[config.mk]
export PLATFORM = sky130hd
export DESIGN_NAME = byte_queue_with_filter_and_insert
export DESIGN_NICKNAME = d
export VERILOG_FILES = /design/src/hw/rtl/bqfi_pkg.sv /design/src/hw/rtl/bqfi_slot.sv /design/src/hw/rtl/bqfi_ram.sv /design/src/hw/rtl/bqfi_ctrl.sv /design/src/hw/rtl/byte_queue_with_filter_and_insert.sv
export SDC_FILE = /design/constraint.sdc
export NUM_CORES = 1
export LEC_CHECK = 0
export BUFFER_PORTS_ARGS = -buffer_cell sky130_fd_sc_hd__buf_2
export CAP_MARGIN = 10
export CORE_MARGIN = 5
export CORE_UTILIZATION = 35
export DETAILED_ROUTE_END_ITERATION = 16
export SKIP_LAST_GASP = 1
export SLEW_MARGIN = 30
export SYNTH_ARGS = -nofsm -noshare
export SYNTH_HDL_FRONTEND = slang
export SYNTH_HIERARCHICAL = 1
export SYNTH_SLANG_ARGS = --single-unit
[constraint.sdc]
create_clock -name clk -period 4.5 [get_ports clk]
set_input_delay 0.45 -clock clk [delete_from_list [all_inputs] [get_ports clk]]
set_output_delay 0.45 -clock clk [all_outputs]
set_load 0.03 [all_outputs]
[src/hw/rtl/bqfi_pkg.sv]
// shared types and codes for the byte queue with filter and insert
// no dependencies; imported by the sequencer and the top level
package bqfi_pkg;

  localparam int CMD_W    = 3;
  localparam int BYTE_W   = 8;
  localparam int POS_W    = 7;
  localparam int STATUS_W = 2;
  localparam int COUNT_W  = 7;

  localparam logic [CMD_W-1:0] CMD_PUSH   = 3'd0;
  localparam logic [CMD_W-1:0] CMD_POP    = 3'd1;
  localparam logic [CMD_W-1:0] CMD_REMOVE = 3'd2;
  localparam logic [CMD_W-1:0] CMD_INSERT = 3'd3;
  localparam logic [CMD_W-1:0] CMD_CLEAR  = 3'd4;
  localparam logic [CMD_W-1:0] CMD_READ   = 3'd5;

  localparam logic [STATUS_W-1:0] ST_OK    = 2'd0;
  localparam logic [STATUS_W-1:0] ST_FULL  = 2'd1;
  localparam logic [STATUS_W-1:0] ST_EMPTY = 2'd2;
  localparam logic [STATUS_W-1:0] ST_RANGE = 2'd3;

  typedef struct packed {
    logic                valid;
    logic [STATUS_W-1:0] status;
    logic [BYTE_W-1:0]   data;
    logic [COUNT_W-1:0]  count;
  } bqfi_result_t;

endpackage

[src/hw/rtl/bqfi_slot.sv]
// ring slot unit: (head + offset) mod DEPTH with one compare and subtract
// no dependencies; shared by every address the sequencer issues
module bqfi_slot #(
  parameter int DEPTH = 64,
  parameter int AW    = 6,
  parameter int CW    = 7
) (
  input  logic [AW-1:0] head,
  input  logic [CW-1:0] offset,
  output logic [AW-1:0] slot
);

  localparam int SW = CW + 1;

  logic [SW-1:0] sum;
  logic [SW-1:0] wrapped;

  always_comb begin
    sum     = SW'(head) + SW'(offset);
    wrapped = sum - SW'(DEPTH);
    slot    = (sum >= SW'(DEPTH)) ? wrapped[AW-1:0] : sum[AW-1:0];
  end

endmodule

[src/hw/rtl/bqfi_ram.sv]
// entry store: one address per cycle, write and registered read-first data
// no dependencies; used by the sequencer
module bqfi_ram #(
  parameter int DEPTH = 64,
  parameter int AW    = 6,
  parameter int DW    = 8
) (
  input  logic          clk,
  input  logic          we,
  input  logic [AW-1:0] addr,
  input  logic [DW-1:0] wdata,
  output logic [DW-1:0] rdata
);

  logic [DW-1:0] mem [DEPTH];

  always_ff @(posedge clk) begin
    rdata <= mem[addr];
    if (we) begin
      mem[addr] <= wdata;
    end
  end

endmodule

[src/hw/rtl/bqfi_ctrl.sv]
// command sequencer: walks the store entry by entry for remove and insert,
// a read state then a write state each; depends on bqfi_pkg, bqfi_slot, bqfi_ram
module bqfi_ctrl
  import bqfi_pkg::*;
#(
  parameter int DEPTH = 64
) (
  input  logic                clk,
  input  logic                rst,
  input  logic                req_valid,
  output logic                req_stall,
  input  logic [CMD_W-1:0]    command,
  input  logic [BYTE_W-1:0]   value,
  input  logic [POS_W-1:0]    position,
  input  logic                out_free,
  output bqfi_result_t        res
);

  localparam int AW    = $clog2(DEPTH);
  localparam int CW    = $clog2(DEPTH + 1);
  localparam int CMP_W = (CW > POS_W) ? CW : POS_W;

  typedef enum logic [3:0] {
    S_IDLE,
    S_EXEC,
    S_POP,
    S_READ,
    S_RM_RD,
    S_RM_WR,
    S_INS_RD,
    S_INS_WR,
    S_INS_PUT
  } state_t;

  state_t              state;
  logic [CMD_W-1:0]    cmd;
  logic [BYTE_W-1:0]   val;
  logic [POS_W-1:0]    pos;
  logic [AW-1:0]       head;
  logic [CW-1:0]       cnt;
  logic [CW-1:0]       rd;
  logic [CW-1:0]       wr;

  logic [CW-1:0]       offset;
  logic [AW-1:0]       addr;
  logic                mem_we;
  logic [BYTE_W-1:0]   mem_wdata;
  logic [BYTE_W-1:0]   rdata;

  logic [CW-1:0]       pos_c;
  logic [CMP_W-1:0]    pos_ext;
  logic [CMP_W-1:0]    cnt_ext;
  logic                full;
  logic                keep;
  logic [CW-1:0]       rd_dec;
  logic [CW-1:0]       rd_inc;
  logic [CW-1:0]       wr_next;
  logic [CW-1:0]       cnt_inc;
  logic [CW-1:0]       cnt_dec;

  bqfi_slot #(.DEPTH(DEPTH), .AW(AW), .CW(CW)) u_slot (
    .head   (head),
    .offset (offset),
    .slot   (addr)
  );

  bqfi_ram #(.DEPTH(DEPTH), .AW(AW), .DW(BYTE_W)) u_ram (
    .clk   (clk),
    .we    (mem_we),
    .addr  (addr),
    .wdata (mem_wdata),
    .rdata (rdata)
  );

  assign req_stall = (state != S_IDLE);

  always_comb begin
    // position drives the read address in S_EXEC already before its range check
    pos_c   = CW'(pos);
    pos_ext = CMP_W'(pos);
    cnt_ext = CMP_W'(cnt);
    full    = (cnt == CW'(DEPTH));
    keep    = (rdata != val);
    rd_dec  = rd - 1'b1;
    rd_inc  = rd + 1'b1;
    wr_next = keep ? (wr + 1'b1) : wr;
    cnt_inc = cnt + 1'b1;
    cnt_dec = cnt - 1'b1;

    offset    = '0;
    mem_we    = 1'b0;
    mem_wdata = val;
    unique case (state)
      S_EXEC: begin
        if (cmd == CMD_PUSH) begin
          offset = cnt;
          mem_we = out_free && !full;
        end else if (cmd == CMD_READ) begin
          offset = pos_c;
        end
      end
      S_POP:     offset = CW'(1);
      S_RM_RD:   offset = rd;
      S_RM_WR: begin
        offset    = wr;
        mem_we    = keep;
        mem_wdata = rdata;
      end
      S_INS_RD:  offset = rd_dec;
      S_INS_WR: begin
        offset    = rd;
        mem_we    = 1'b1;
        mem_wdata = rdata;
      end
      S_INS_PUT: begin
        offset = pos_c;
        mem_we = 1'b1;
      end
      default:   offset = '0;
    endcase
  end

  always_ff @(posedge clk) begin
    if (rst) begin
      state <= S_IDLE;
      res   <= '0;
      head  <= '0;
      cnt   <= '0;
    end else begin
      res.valid <= 1'b0;
      unique case (state)
        S_IDLE: begin
          if (req_valid) begin
            cmd   <= command;
            val   <= value;
            pos   <= position;
            state <= S_EXEC;
          end
        end
        S_EXEC: begin
          if (out_free) begin
            // default finish: ok, no data, count unchanged
            res.valid  <= 1'b1;
            res.status <= ST_OK;
            res.data   <= '0;
            res.count  <= COUNT_W'(cnt);
            state      <= S_IDLE;
            unique case (cmd)
              CMD_PUSH: begin
                if (full) begin
                  res.status <= ST_FULL;
                end else begin
                  cnt       <= cnt_inc;
                  res.count <= COUNT_W'(cnt_inc);
                end
              end
              CMD_POP: begin
                if (cnt == '0) begin
                  res.status <= ST_EMPTY;
                end else begin
                  res.valid <= 1'b0;
                  state     <= S_POP;
                end
              end
              CMD_REMOVE: begin
                if (cnt != '0) begin
                  res.valid <= 1'b0;
                  rd        <= '0;
                  wr        <= '0;
                  state     <= S_RM_RD;
                end
              end
              CMD_INSERT: begin
                if (pos_ext > cnt_ext) begin
                  res.status <= ST_RANGE;
                end else if (full) begin
                  res.status <= ST_FULL;
                end else begin
                  res.valid <= 1'b0;
                  rd        <= cnt;
                  state     <= (pos_ext == cnt_ext) ? S_INS_PUT : S_INS_RD;
                end
              end
              CMD_CLEAR: begin
                cnt       <= '0;
                head      <= '0;
                res.count <= '0;
              end
              CMD_READ: begin
                if (pos_ext >= cnt_ext) begin
                  res.status <= ST_RANGE;
                end else begin
                  res.valid <= 1'b0;
                  state     <= S_READ;
                end
              end
              default: ;
            endcase
          end
        end
        S_POP: begin
          head       <= addr;
          cnt        <= cnt_dec;
          res.valid  <= 1'b1;
          res.status <= ST_OK;
          res.data   <= rdata;
          res.count  <= COUNT_W'(cnt_dec);
          state      <= S_IDLE;
        end
        S_READ: begin
          res.valid  <= 1'b1;
          res.status <= ST_OK;
          res.data   <= rdata;
          res.count  <= COUNT_W'(cnt);
          state      <= S_IDLE;
        end
        S_RM_RD: state <= S_RM_WR;
        S_RM_WR: begin
          wr <= wr_next;
          rd <= rd_inc;
          if (rd_inc == cnt) begin
            cnt        <= wr_next;
            res.valid  <= 1'b1;
            res.status <= ST_OK;
            res.data   <= '0;
            res.count  <= COUNT_W'(wr_next);
            state      <= S_IDLE;
          end else begin
            state <= S_RM_RD;
          end
        end
        S_INS_RD: state <= S_INS_WR;
        S_INS_WR: begin
          rd    <= rd_dec;
          state <= (rd_dec == pos_c) ? S_INS_PUT : S_INS_RD;
        end
        S_INS_PUT: begin
          cnt        <= cnt_inc;
          res.valid  <= 1'b1;
          res.status <= ST_OK;
          res.data   <= '0;
          res.count  <= COUNT_W'(cnt_inc);
          state      <= S_IDLE;
        end
        default: state <= S_IDLE;
      endcase
    end
  end

endmodule

[src/hw/rtl/byte_queue_with_filter_and_insert.sv]
// top level of the byte queue: sequencer plus the result register
// depends on bqfi_pkg and bqfi_ctrl
//
//   channel   handshake              fields
//   request   req_valid / req_stall  command[2:0] value[7:0] position[6:0]
//   result    rsp_valid / rsp_stall  status[1:0] data[7:0] count[6:0]
//
// one request at a time; the store has a single address per cycle through one
// ring-slot adder, so push, clear and rejected commands finish on execute, pop
// and read add one read-out state, remove and insert a read and write per entry
// reset clears head, count, state and the result valid flags; the store needs no clearing pass
// a finished result waits in the result register and a new request is taken
// meanwhile; execution waits while that register is still held by a stall
module byte_queue_with_filter_and_insert
  import bqfi_pkg::*;
#(
  parameter int DEPTH = 64
) (
  input  logic                clk,
  input  logic                rst,
  input  logic                req_valid,
  output logic                req_stall,
  input  logic [CMD_W-1:0]    command,
  input  logic [BYTE_W-1:0]   value,
  input  logic [POS_W-1:0]    position,
  output logic                rsp_valid,
  input  logic                rsp_stall,
  output logic [STATUS_W-1:0] status,
  output logic [BYTE_W-1:0]   data,
  output logic [COUNT_W-1:0]  count
);

  bqfi_result_t res;
  logic         out_free;

  assign out_free = !rsp_valid || !rsp_stall;

  bqfi_ctrl #(.DEPTH(DEPTH)) u_ctrl (
    .clk       (clk),
    .rst       (rst),
    .req_valid (req_valid),
    .req_stall (req_stall),
    .command   (command),
    .value     (value),
    .position  (position),
    .out_free  (out_free),
    .res       (res)
  );

  always_ff @(posedge clk) begin
    if (rst) begin
      rsp_valid <= 1'b0;
    end else begin
      if (res.valid) begin
        rsp_valid <= 1'b1;
        status    <= res.status;
        data      <= res.data;
        count     <= res.count;
      end else if (!rsp_stall) begin
        rsp_valid <= 1'b0;
      end
    end
  end

`ifndef SYNTHESIS
  a_busy_after_accept: assert property (@(posedge clk) disable iff (rst)
    req_valid && !req_stall |=> req_stall)
    else $error("request taken while sequencer idle afterwards");

  a_result_slot_free: assert property (@(posedge clk) disable iff (rst)
    res.valid |-> !rsp_valid)
    else $error("result produced while result register still held");

  a_error_no_data: assert property (@(posedge clk) disable iff (rst)
    rsp_valid && status != ST_OK |-> data == '0)
    else $error("rejected command returned data");

  a_empty_count: assert property (@(posedge clk) disable iff (rst)
    rsp_valid && status == ST_EMPTY |-> count == '0)
    else $error("empty status with nonzero count");
`endif

endmodule
Word level (Yosys, flattened, before mapping) --
Memories as Yosys holds them, arrays and structs flattened. A register that Yosys moved wholly into a read port is not among the register bits. Cells that the tools add are included.
Storage, ports and cells: register bits after elaboration 85, RAM bits 512, input port bits 22, logic and storage cells 138, memories 1, output and inout port bits 19
Cells by class: equality and inequality tests 29, bitwise operators 1, muxes and demuxes 55, add/sub/neg operators 7, $lt $le $gt $ge 3, reduce and logical (&&, ||, !) cells 26
Memory list:
- u_ctrl.u_ram.mem | depth 64, bits a word 8, read ports 1, clocked after memory_dff 1, write ports 1, RTL line bqfi_ram.sv:15 | logic [DW-1:0] mem [DEPTH];
Operator list (count):
- 18-bit case mux with 5 select lines | 1
- 7-bit two-way mux | 12
- 7-bit case mux with 2 select lines | 3
- 7-bit case mux with 6 select lines | 1
- 18-bit two-way mux | 2
- 7-bit case mux with 4 select lines | 1
- 4-bit two-way mux | 6
- 4-bit case mux with 6 select lines | 1
- 7-bit by 1-bit adder with 7-bit output, second input constant | 3
- 7-bit equality test | 3
- 7-bit case mux with 3 select lines | 1
- 6-bit two-way mux | 3
- 4-bit by 3-bit equality test with 1-bit output, second input constant | 4
- 4-bit case mux with 4 select lines | 1
- 7-bit by 1-bit subtractor with 7-bit output, second input constant | 2
- 6-bit case mux with 2 select lines | 1
- 3-bit AND reduction | 4
- 1-bit two-way mux | 11
- 2-bit two-way mux | 5
- 2-bit by 1-bit inequality test with 1-bit output, second input constant | 5
- 6-bit by 7-bit adder with 8-bit output | 1
- 4-bit by 2-bit equality test with 1-bit output, second input constant | 2
- 8-bit by 7-bit greater-or-equal comparator with 1-bit output, second input constant | 1
- 8-bit two-way mux | 1
- other kinds (34) | 46

Depth between registers and ports, before layout --
Gate-level depths: netlist of the first run.
depth in word-level cells 8, depth in mapped cells 21

Hierarchy --
The synthesis of the first run kept the hierarchy.
Modules (own cells, without submodules):
- bqfi_ram | times used 1, area each 20002.9 µm², sequential area each 15534.9 µm², cells an instance 1170
- bqfi_ctrl | times used 1, area each 4647.0 µm², sequential area each 1661.6 µm², cells an instance 529
- byte_queue_with_filter_and_insert | times used 1, area each 549.3 µm², sequential area each 530.5 µm², cells an instance 22
- bqfi_slot | times used 1, area each 186.4 µm², sequential area each 0.0 µm², cells an instance 19

Worst setup path after synthesis of the first run --
Ideal clock, no wire load.
path type register to register, from register u_ctrl.state[0], to memory u_ctrl.u_ram.mem[12][0], enable pin, path slack 95 ps, data arrival time 4034 ps, clock period less this slack 4405 ps, cell stages (with the launch flop) 18, cells stage by stage dfxtp_1 > clkbuf_1 > clkbuf_1 > nor2_1 > nand3_1 > nor2_1 > a221oi_1 > nand2_1 > ha_1 > fa_1 > xor2_1 > buf_6 > buf_2 > buf_2 > buf_2 > buf_1 > nand3_1 > nor2_1
Between the ends: word-level cells in the longest chain between the ends 6, elaborated cells between the ends (all ways) 17, those cells by class add/sub: 2; order compare: 1; eq/ne: 7; mux: 5; reduce/logical: 2
Ends and longest elaborated chain:
- start, declared | RTL line bqfi_ctrl.sv:35 | state_t state;
- start signal, assigned | RTL line bqfi_ctrl.sv:181 | state <= (pos_ext == cnt_ext) ? S_INS_PUT : S_INS_RD;
- start signal, assigned | RTL line bqfi_ctrl.sv:235 | state <= (rd_dec == pos_c) ? S_INS_PUT : S_INS_RD;
- 4-bit by 3-bit equality test with 1-bit output | RTL line bqfi_ctrl.sv:93 | unique case (state)
- 2-bit OR reduction (no source line)
- 7-bit case mux with 6 select lines * | RTL line bqfi_ctrl.sv:93
- net u_ctrl.offset[0] | RTL line bqfi_ctrl.sv:44 | logic [CW-1:0] offset;
- 6-bit by 7-bit adder with 8-bit output * | RTL line bqfi_slot.sv:19 | sum = SW'(head) + SW'(offset);
- 8-bit by 7-bit greater-or-equal comparator with 1-bit output / 6-bit by 1-bit subtractor with 6-bit output (equally long branches) | RTL line bqfi_slot.sv:21, bqfi_slot.sv:20
- 6-bit two-way mux * | RTL line bqfi_slot.sv:21 | slot = (sum >= SW'(DEPTH)) ? wrapped[AW-1:0] : sum[AW-1:0];
- net u_ctrl.addr[2] | RTL line bqfi_ctrl.sv:45 | logic [AW-1:0] addr;
- end, declared | RTL line bqfi_ram.sv:15
The timed path passes the listed nets; every way through them passes the cells marked *.

Final worst setup path of the first run --
from register u_ctrl.rd[0], to register u_ctrl.u_ram.rdata[1], read port of u_ctrl.u_ram.mem
Between the ends: word-level cells in the longest chain between the ends 5, elaborated cells between the ends (all ways) 6, those cells by class add/sub: 3; order compare: 1; mux: 2
Ends and longest elaborated chain:
- start, declared | RTL line bqfi_ctrl.sv:41 | logic [CW-1:0] rd;
- start signal, assigned | RTL line bqfi_ctrl.sv:180 | rd <= cnt;
- start signal, assigned | RTL line bqfi_ctrl.sv:220 | rd <= rd_inc;
- start signal, assigned | RTL line bqfi_ctrl.sv:234 | rd <= rd_dec;
- 7-bit by 1-bit subtractor with 7-bit output * | RTL line bqfi_ctrl.sv:84 | rd_dec = rd - 1'b1;
- 7-bit case mux with 6 select lines * | RTL line bqfi_ctrl.sv:93
- net u_ctrl.offset[3] | RTL line bqfi_ctrl.sv:44
- 6-bit by 7-bit adder with 8-bit output * | RTL line bqfi_slot.sv:19
- 8-bit by 7-bit greater-or-equal comparator with 1-bit output / 6-bit by 1-bit subtractor with 6-bit output (equally long branches) | RTL line bqfi_slot.sv:21, bqfi_slot.sv:20
- 6-bit two-way mux * | RTL line bqfi_slot.sv:21
- net u_ctrl.addr[5] | RTL line bqfi_ctrl.sv:45
- end, declared | RTL line bqfi_ram.sv:12 | output logic [DW-1:0] rdata
Marked as above. A chain may end at the register's enable or synchronous reset.

==> results.yml, run 1 <==
outcome:
  status: "finished clean"
detailed_routing:
  wl_met3_mm: 5.645
  vias_per_cell: 5.717
  met1_length_mm: 31.96
  drc: 0
  routed-wl-met2_mm: 37.70
  routed_wirelength_mm: 77.88
  dr_total_vias: 17010
  drtIter0Drc: 1950
  drtPass1Iterations: 6
  avgRoutedWirePerCell_um: 26.18
  final_antenna_net_count: 0
  top_layer_used: "met4"
critical_path:
  criticalPathCategory: "reg -> reg"
  path_cells: "buf_4 > nor3_2 > xor2_1 > a22oi_1 > nand2_1 > ha_1 > o21ai_0 > o21bai_1 > a21oi_2 > xnor2_2 > nand2b_4 > nand2b_1 > buf_12 > buf_6 > o221ai_2 > o21ai_2 > o211ai_1 > or4b_1"
  crit_path_end_kind: "flip-flop"
  crit_path_max_incr_delay_ns: 0.58
  crit_buf_inv: 3
  start_kind: "flip-flop"
  worstReg2RegEnd: "u_ctrl/u_ram/rdata[1]$_DFF_P_"
  crit_family: "simple AND/OR/NAND/NOR gates"
  critPathRequiredTime_ns: 5.02
  worstPathArrival_ns: 4.95
  reg2reg_setup_slack_ns: 0.07
  reg2regPathDepth: 18
  cp_max_fo: 15
  slowest_stage: "or4b_1"
  r2r-start: "u_ctrl/rd[0]$_DFFE_PP_"
global_route:
  grt_pass1_wl_mm: 114.2
  grt_antenna_before_repair: 1
  grt_pass1_vias: 16750
  grt_max_degree: 50
  overflow: 0
  grt.total_usage: 0.1933
cells_and_area:
  stdcell_count: 2975
  fillers: 6489
  area_growth_pct: 20.77
  drive_gt1_frac: 0.2441
  nets: 2019
  utilization: 0.4271
timing:
  fin_crit_sh: 0.9853
  setup_viol: 0
  fmax_mhz: 225.5
  worst_slack_ns: 0.06606
  holdWs_ns: 0.05583
  finalMaxSlewViolations: 0
  grt_setup_unrepaired: "yes"
  skew_ns: 0.02300
  tns_ns: 0
  relSlewSlack: 0.3620
  finalHoldViolCount: 0
  finalCriticalPeriod_ns: 4.434
  worstMarginPinSlew_ns: 0.9498
clocking:
  clk_pin_slew_ns: 0.06
  tritoncts: "yes"
  cts_buffers: 60
  ctsHtreeMaxLevel: 2
  root_buffer: "clkbuf_16"
  cts_buffer_depth: 3
  cts.sinks: 605
  clk_latency_ns: 0.64
power_and_ir_drop:
  p_leak_uw: 0.01018
  power_per_cell_area_nw_per_um2: 391.1
  ir_worst_vdd_mv: 0.3058
synthesis:
  synth_warnings: 6
  postSynthCellCount: 1737
  syn_area_um2: 25360
  avgSynthCellArea_um2: 14.60
  synth_nets: 1777
min_path:
  holdCritStartpoint: "rsp_stall"
  whs_path_depth: 3
  hp-class: "in -> reg"
  whs_endpoint: "rsp_valid$_SDFFE_PP0P_"
floorplan:
  die_w_um: 279.2
  core-area_um2: 71730
  dieArea_um2: 77950
  start_util: 0.3536
  dieHeight_um: 279.2
  rows: 98
  num_io_pins: 41
placement:
  dp_hpwl_mm: 53.46
  numPortBuffers: 40
  dpl.cell_count: 2842
  place_congestion: 0.9109
  pre_cts_ws_ns: -0.4325
job:
  cap_violations: 0
[worst min-delay path, delay by kind of cell]
family	cells	cell delay, ns
buffers and inverters	1	0.09
AOI/OAI and AO/OA	1	0.06
and+or+nand+nor	1	0.07
[cell type report]
class / count / area (um^2) / area share
clock buffer: 76 / 1602 / 0.05228
multi-input combinational: 987 / 7254 / 0.2368
tap: 950 / 1189 / 0.03880
antenna: 1 / 2.502 / 0.00008169
timing repair buffer: 307 / 2447 / 0.07989
sequential: 605 / 17730 / 0.5788
inverter: 18 / 71.32 / 0.002328
clock inverter: 31 / 337.8 / 0.01103
[per-stage QoR]
step	total power, uW	cell area [um^2]
after CTS	12050	30320
final	11980	30630
after floorplan	6742	25360
after detailed placement	7079	28180
after global placement	7070	28170
after global routing	12380	30630
[repair_timing]
item | CTS | global route
cloned | 0 | 1
setup endpoints to repair | 5 | 15
buffers inserted | 0 | 6
gates resized for setup | 6 | 55
hold buffers | 18 | 0
hold endpoints to repair | 18 | 0
pin swaps | 1 | 9
[per-layer routing]
metal	track usage	vias up
li1	-	7426
met2	0.3222	779
met4	0.05908	0
met5	0	-
met1	0.2632	8648
met3	0.02910	155
[flip-flops by register name (all words and copies together), names as in the netlist]
signal and count:
u_ctrl/cmd 3, u_ctrl/cnt 7, u_ctrl/val 8, u_ctrl/u_ram/rdata 8, u_ctrl/res 18, u_ctrl/pos 7, status 2, rsp_valid 1
count 7, data 8, u_ctrl/state 4, u_ctrl/rd 7, u_ctrl/head 6, u_ctrl/u_ram/mem 512, u_ctrl/wr 7
[cell usage in the layout (no fill, tap or decap), types with 10 or more instances in the layout]
cell and n:
a221oi_2 11, xor2_1 18, o22ai_1 37, nand2_1 65, a22oi_1 103, nor2_1 150, buf_12 11, o21ai_0 52
mux2_2 20, buf_2 40, inv_1 12, a21oi_1 54, a221oi_1 73, a211oi_1 14, nor2b_1 16, mux2i_1 45
dfxtp_1 42, edfxtp_1 561, a22o_1 19, nand2b_1 10, clkbuf_16 61, xnor2_1 24, nor3_1 21, clkinv_2 13
ha_1 15, dlygate4sd3_1 18, clkbuf_1 12, mux4_2 18, o221ai_1 12, a31oi_1 12, nand3_1 18, buf_4 231
[worst max-delay path by stage]
stage,start,to,slack (ns),depth (start not counted)
global route,u_ctrl/rd[0]$_DFFE_PP_,u_ctrl/u_ram/rdata[1]$_DFF_P_,-0.02,18
finish,u_ctrl/rd[0]$_DFFE_PP_,u_ctrl/u_ram/rdata[1]$_DFF_P_,0.07,18
global placement,u_ctrl/state[3]$_SDFFE_PP0P_,u_ctrl/u_ram/rdata[7]$_DFF_P_,-0.44,18
detailed placement,u_ctrl/state[0]$_SDFFE_PP0P_,u_ctrl/u_ram/rdata[7]$_DFF_P_,-0.43,19
floorplan,u_ctrl/state[0]$_SDFFE_PP0P_,u_ctrl/u_ram/mem[12][0]$_DFFE_PP_,0.1,17
CTS,u_ctrl/state[1]$_SDFFE_PP0P_,u_ctrl/u_ram/rdata[1]$_DFF_P_,0.001,18
[report_power, final]
| group | switching [uW] | internal (uW) |
|---|---|---|
| combinational | 488 | 274 |
| clock | 2130 | 2860 |
| sequential | 64.8 | 6170 |
| total | 2680 | 9300 |
No activity file was read; power rests on OpenSTA's default activity.
==> run 2: changes to the inputs <==
- clock period: 4.5 -> 5.7 ns (I/O delays scaled with it)
==> results.yml, run 2 (synthesis results as in run 1) <==
cells_and_area:
  drive_gt1_frac: 0.1731
  nets: 1860
  final_cell_mix: "edfxtp_1, nor2_1, buf_4, a22oi_1, a221oi_1"
  diodes: 0
  largest_register_ffs: 512
  final_common_cell: "edfxtp_1"
  largest-register: "u_ctrl/u_ram/mem"
  area_growth_pct: 14.48
  top_regs: "u_ctrl/u_ram/mem (512), u_ctrl/res (18)"
timing:
  finalMaxSlewViolations: 0
  skew_ns: 0.03979
  worstMarginPinSlew_ns: 0.9034
  fin_crit_sh: 0.9626
  finalHoldViolCount: 0
  worst_slack_ns: 0.2131
  grt_setup_unrepaired: "no"
  tns_ns: 0
  fmax_mhz: 182.3
  relSlewSlack: 0.3922
  finalCriticalPeriod_ns: 5.487
  setup_viol: 0
detailed_routing:
  drtPass1Iterations: 7
  avgRoutedWirePerCell_um: 26.45
  dr_total_vias: 16320
  vias_per_cell: 5.794
  drc: 0
  final_antenna_net_count: 0
  routed_wirelength_mm: 74.48
  drtIter0Drc: 2048
floorplan:
  dieHeight_um: 279.2
  dieArea_um2: 77950
  core-area_um2: 71730
  die_w_um: 279.2
  num_io_pins: 41
  start_util: 0.3536
  rows: 98
global_route:
  grt.total_usage: 0.1845
  overflow: 0
  grt_max_degree: 65
  grt_pass1_vias: 15960
  grt_pass1_wl_mm: 109.2
  grt_antenna_before_repair: 2
power_and_ir_drop:
  seq_power_share: 0.528
  power_per_cell_area_nw_per_um2: 320.9
  internal_power_uw: 7226
  combPwrFrac: 0.058
  ir_worst_vdd_mv: 0.2299
  p_sw_frac: 0.2245
  p_clk_frac: 0.413
  p_switching_uw: 2092
  p_leak_uw: 0.009225
critical_path:
  worstPathArrival_ns: 6.06
  slowest_stage: "fa_4"
  start_kind: "flip-flop"
  critPathRequiredTime_ns: 6.27
  crit_path_max_incr_delay_ns: 0.93
  path_cells: "or4b_2 > o21ai_1 > a221oi_1 > nand2_1 > ha_2 > fa_4 > nor2b_4 > buf_4 > a22oi_1 > a211oi_1 > nor4_1 > o211ai_1 > or4b_1"
  cp_max_fo: 24
  crit_path_end_kind: "flip-flop"
  criticalPathCategory: "reg -> reg"
placement:
  dp_hpwl_mm: 48.90
  pre_cts_ws_ns: 0.1540
  place_congestion: 0.9331
  numPortBuffers: 40
clocking:
  cts.sinks: 605
  cts_setup_buffers: 0
  hold_buffers: 0
  root_buffer: "clkbuf_16"
  ctsHtreeMaxLevel: 2
  clk_pin_slew_ns: 0.07
  cts_buffer_depth: 3
  tritoncts: "yes"
  cts_resized: 0
  clk_latency_ns: 0.64
  cts_buffers: 58
outcome:
  status: "finished clean"
min_path:
  hp-class: "in -> reg"
job:
  cap_violations: 0
run 2: worst paths after layout:
check / start / to / slack (ns) / cells after the start
min reg2reg: u_ctrl/res[2]$_SDFFE_PP0P_ / count[2]$_DFFE_PP_ / 0.44 / 0
max: u_ctrl/state[1]$_SDFFE_PP0P_ / u_ctrl/u_ram/rdata[1]$_DFF_P_ / 0.21 / 13
max reg2reg: u_ctrl/state[1]$_SDFFE_PP0P_ / u_ctrl/u_ram/rdata[1]$_DFF_P_ / 0.21 / 13
min: command[0] / u_ctrl/cmd[0]$_DFFE_PP_ / 0.12 / 1
run 2: metal layers:
| metal | vias to the layer above | global-route usage | wire length, um |
|---|---|---|---|
| li1 | 7124 | - | - |
| met1 | 8295 | 0.2559 | 31010 |
| met2 | 753 | 0.2975 | 35060 |
| met3 | 145 | 0.03411 | 5840 |
| met4 | 0 | 0.05668 | 2563 |
| met5 | - | 0 | 0 |
run 2: metrics by stage:
step / util / power [uW] / cell area, um^2 / cells / hold WS, ns
finish: 0.4048 / 9317 / 29040 / 2816 / 0.1224
global route: 0.4048 / 9613 / 29040 / 2816 / 0.09216
CTS: 0.4046 / 9365 / 29020 / 2816 / 0.09365
detailed placement: 0.3783 / 5551 / 27130 / 2710 / 0.4258
global placement: 0.3780 / 5547 / 27110 / 2710 / 0.4144
floorplan: - / 5323 / 25360 / 1737 / 0.4081
run 2: power by group through the flow:
stage	registers [uW]	logic (uW)	clock network [uW]
finish	4920	543	3850
global route	4920	579	4110
CTS	4920	536	3910
detailed placement	5020	533	0
global placement	5020	528	0
floorplan	4990	336	0
run 2: cell type report:
class | instances | area [um^2]
clock buffers | 67 | 1485
clock inverters | 39 | 399.1
fillers | 6551 | 42690
inverters | 18 | 67.56
multi-input cells | 987 | 7093
flip-flops and latches | 605 | 17730
well taps | 950 | 1189
repair buffers | 150 | 1076
run 2: worst max-delay path: cells and delay by family, from the launching register on:
family / cells / cell delay, ns
AO/OA/AOI/OAI: 5 / 1.62
adder cells (fa/ha/maj): 2 / 1.17
buffers and inverters: 1 / 0.39
flip-flops: 1 / 0.66
AND/OR/NAND/NOR: 5 / 1.57
==> run 3: changes to the inputs <==
- CORE_UTILIZATION: 35 -> 40
- PLACE_DENSITY_LB_ADDON: not set -> 0.05
==> results.yml, run 3 (synthesis results as in run 1) <==
floorplan:
  dieArea_um2: 68550
  core-area_um2: 62970
  start_util: 0.4028
  dieHeight_um: 261.8
  rows: 92
  num_io_pins: 41
  die_w_um: 261.8
clocking:
  root_buffer: "clkbuf_16"
  clk_latency_ns: 0.61
  tritoncts: "yes"
  clk_pin_slew_ns: 0.06
  ctsHtreeMaxLevel: 3
  cts_buffers: 69
  cts.sinks: 605
  cts_buffer_depth: 3
  cts_setup_buffers: 0
timing:
  tns_ns: 0
  setup_viol: 0
  worstMarginPinSlew_ns: 0.9979
  finalMaxSlewViolations: 0
  finalCriticalPeriod_ns: 5.367
  fmax_mhz: 186.3
  finalHoldViolCount: 0
  grt_setup_unrepaired: "no"
  skew_ns: 0.02736
  relSlewSlack: 0.3334
  fin_crit_sh: 0.9416
critical_path:
  criticalPathCategory: "reg -> reg"
  crit_path_max_incr_delay_ns: 0.93
  r2r-start: "u_ctrl/cmd[0]$_DFFE_PP_"
  worstPathArrival_ns: 5.84
  critical_path.startpoint: "u_ctrl/cmd[0]$_DFFE_PP_"
  path_cells: "nor2b_1 > nand2_1 > o21ai_1 > a221oi_1 > nand2_1 > ha_2 > fa_4 > buf_4 > nor2_1 > buf_4 > a221oi_1 > o22ai_1 > nand2_1 > o2111ai_1 > or3_1"
  reg2regPathDepth: 15
  start_kind: "flip-flop"
  crit_top_cell: "nand2_1"
  slowest_stage: "fa_4"
  critPathRequiredTime_ns: 6.17
  worstReg2RegEnd: "u_ctrl/u_ram/rdata[6]$_DFF_P_"
  cp_max_fo: 28
  reg2reg_setup_slack_ns: 0.33
  crit_path_end_kind: "flip-flop"
  cp-endpoint: "u_ctrl/u_ram/rdata[6]$_DFF_P_"
detailed_routing:
  avgRoutedWirePerCell_um: 29.38
  vias_per_cell: 5.951
  final_antenna_net_count: 0
  drtPass1Iterations: 5
  dr_total_vias: 16370
  drc: 0
  drtIter0Drc: 1768
  routed_wirelength_mm: 80.83
global_route:
  grt_max_degree: 65
  met2_usage: 0.3764
  grt_antenna_before_repair: 1
  grt_pass1_wl_mm: 116.8
  met3_usage: 0.03584
  busiest_layer: "met2"
  met1_usage: 0.3300
  grt.total_usage: 0.2338
  grt_pass1_vias: 16020
  overflow: 0
cells_and_area:
  area_growth_pct: 15.95
  largest-register: "u_ctrl/u_ram/mem"
  top_regs: "u_ctrl/u_ram/mem (512), u_ctrl/res (18)"
  drive_gt1_frac: 0.1853
  largest_register_ffs: 512
  fin_area_um2: 29410
  final_common_cell: "edfxtp_1"
  stdcell_count: 2751
  final_cell_mix: "edfxtp_1, nor2_1, buf_4, a22oi_1, a221oi_1"
  fillers: 5577
  nets: 1893
  diodes: 0
placement:
  dpl_cell_area_um2: 27150
  place_congestion: 0.9073
  dpl.cell_count: 2628
  dp_hpwl_mm: 53.50
  numPortBuffers: 40
job:
  cap_violations: 0
power_and_ir_drop:
  p_leak_uw: 0.009529
  ir_worst_vdd_mv: 0.2356
  power_per_cell_area_nw_per_um2: 337.4
  p_total_uw: 9922
outcome:
  status: "finished clean"
min_path:
  hp-class: "in -> reg"
[run 3: changes by cell type in the layout (fill, tap and decap cells not counted), moves of 2 or more]
cell        previous run  this run
mux2_2                23        21
clkbuf_16             58        71
clkinvlp_4             3         1
buf_4                106       128
clkinv_1              13        18
dfxtp_2                0         2
nor2b_1               15        17
dfxtp_1               44        42
nor2b_2                2         0
mux2_4                 0         2
nor4_1                 6         8
inv_6                  0         2
clkinv_2              15        12
[run 3: layout make-up]
cell class | instances | area (um^2) | share of cell area
clock buffer | 81 | 1814 | 0.06169
timing repair buffer | 172 | 1241 | 0.04220
tap | 846 | 1059 | 0.03599
sequential | 605 | 17730 | 0.6028
inverter | 18 | 67.56 | 0.002297
clock inverter | 42 | 431.7 | 0.01468
multi-input combinational | 987 | 7067 | 0.2403
[run 3: worst max-delay path, delay by kind of cell (launching register included)]
family | cells | cell delay (ns)
adder cells (fa/ha/maj) | 2 | 1.17
AO/OA/AOI/OAI | 5 | 1.22
flip-flops | 1 | 0.55
buffers and inverters | 2 | 0.73
AND/OR/NAND/NOR | 6 | 1.52
[run 3: where the power goes]
part / internal (uW) / total, uW / switching (uW)
registers: 4880 / 4930 / 53.4
logic: 170 / 553 / 383
clock network: 2640 / 4440 / 1800
[run 3: per-layer routing]
| metal | vias to the layer above | wire length [um] |
|---|---|---|
| li1 | 7194 | - |
| met3 | 129 | 4477 |
| met2 | 629 | 38340 |
| met5 | - | 0 |
| met1 | 8420 | 35480 |
| met4 | 0 | 2534 |
[run 3: timing repair]
action	4_1_cts	5_1_grt
endpoints found under the setup margin	0	3
gates resized for setup	0	2
hold buffers	0	0
[run 3: metrics by stage]
step | setup WS (ns) | hold WS (ns) | utilization
after floorplan | 1.295 | 0.4081 | -
after global placement | 0.2610 | 0.4166 | 0.4312
after detailed placement | 0.1673 | 0.4156 | 0.4312
after CTS | 0.1550 | 0.09613 | 0.4669
after global routing | 0.1249 | 0.1056 | 0.4671
final | 0.3328 | 0.1336 | 0.4671
[run 3: worst min-delay path by stage]
stage                                 from                       to  cells after the start
2_1_floorplan   u_ctrl/res[1]$_SDFFE_PP0P_       count[1]$_DFFE_PP_                      0
3_3_place_gp   u_ctrl/res[16]$_SDFFE_PP0P_      status[1]$_DFFE_PP_                      0
3_5_place_dp   u_ctrl/res[16]$_SDFFE_PP0P_      status[1]$_DFFE_PP_                      0
4_1_cts                           value[6]  u_ctrl/val[6]$_DFFE_PP_                      1
5_1_grt                        position[4]  u_ctrl/pos[4]$_DFFE_PP_                      1
6_report                       position[3]  u_ctrl/pos[3]$_DFFE_PP_                      1
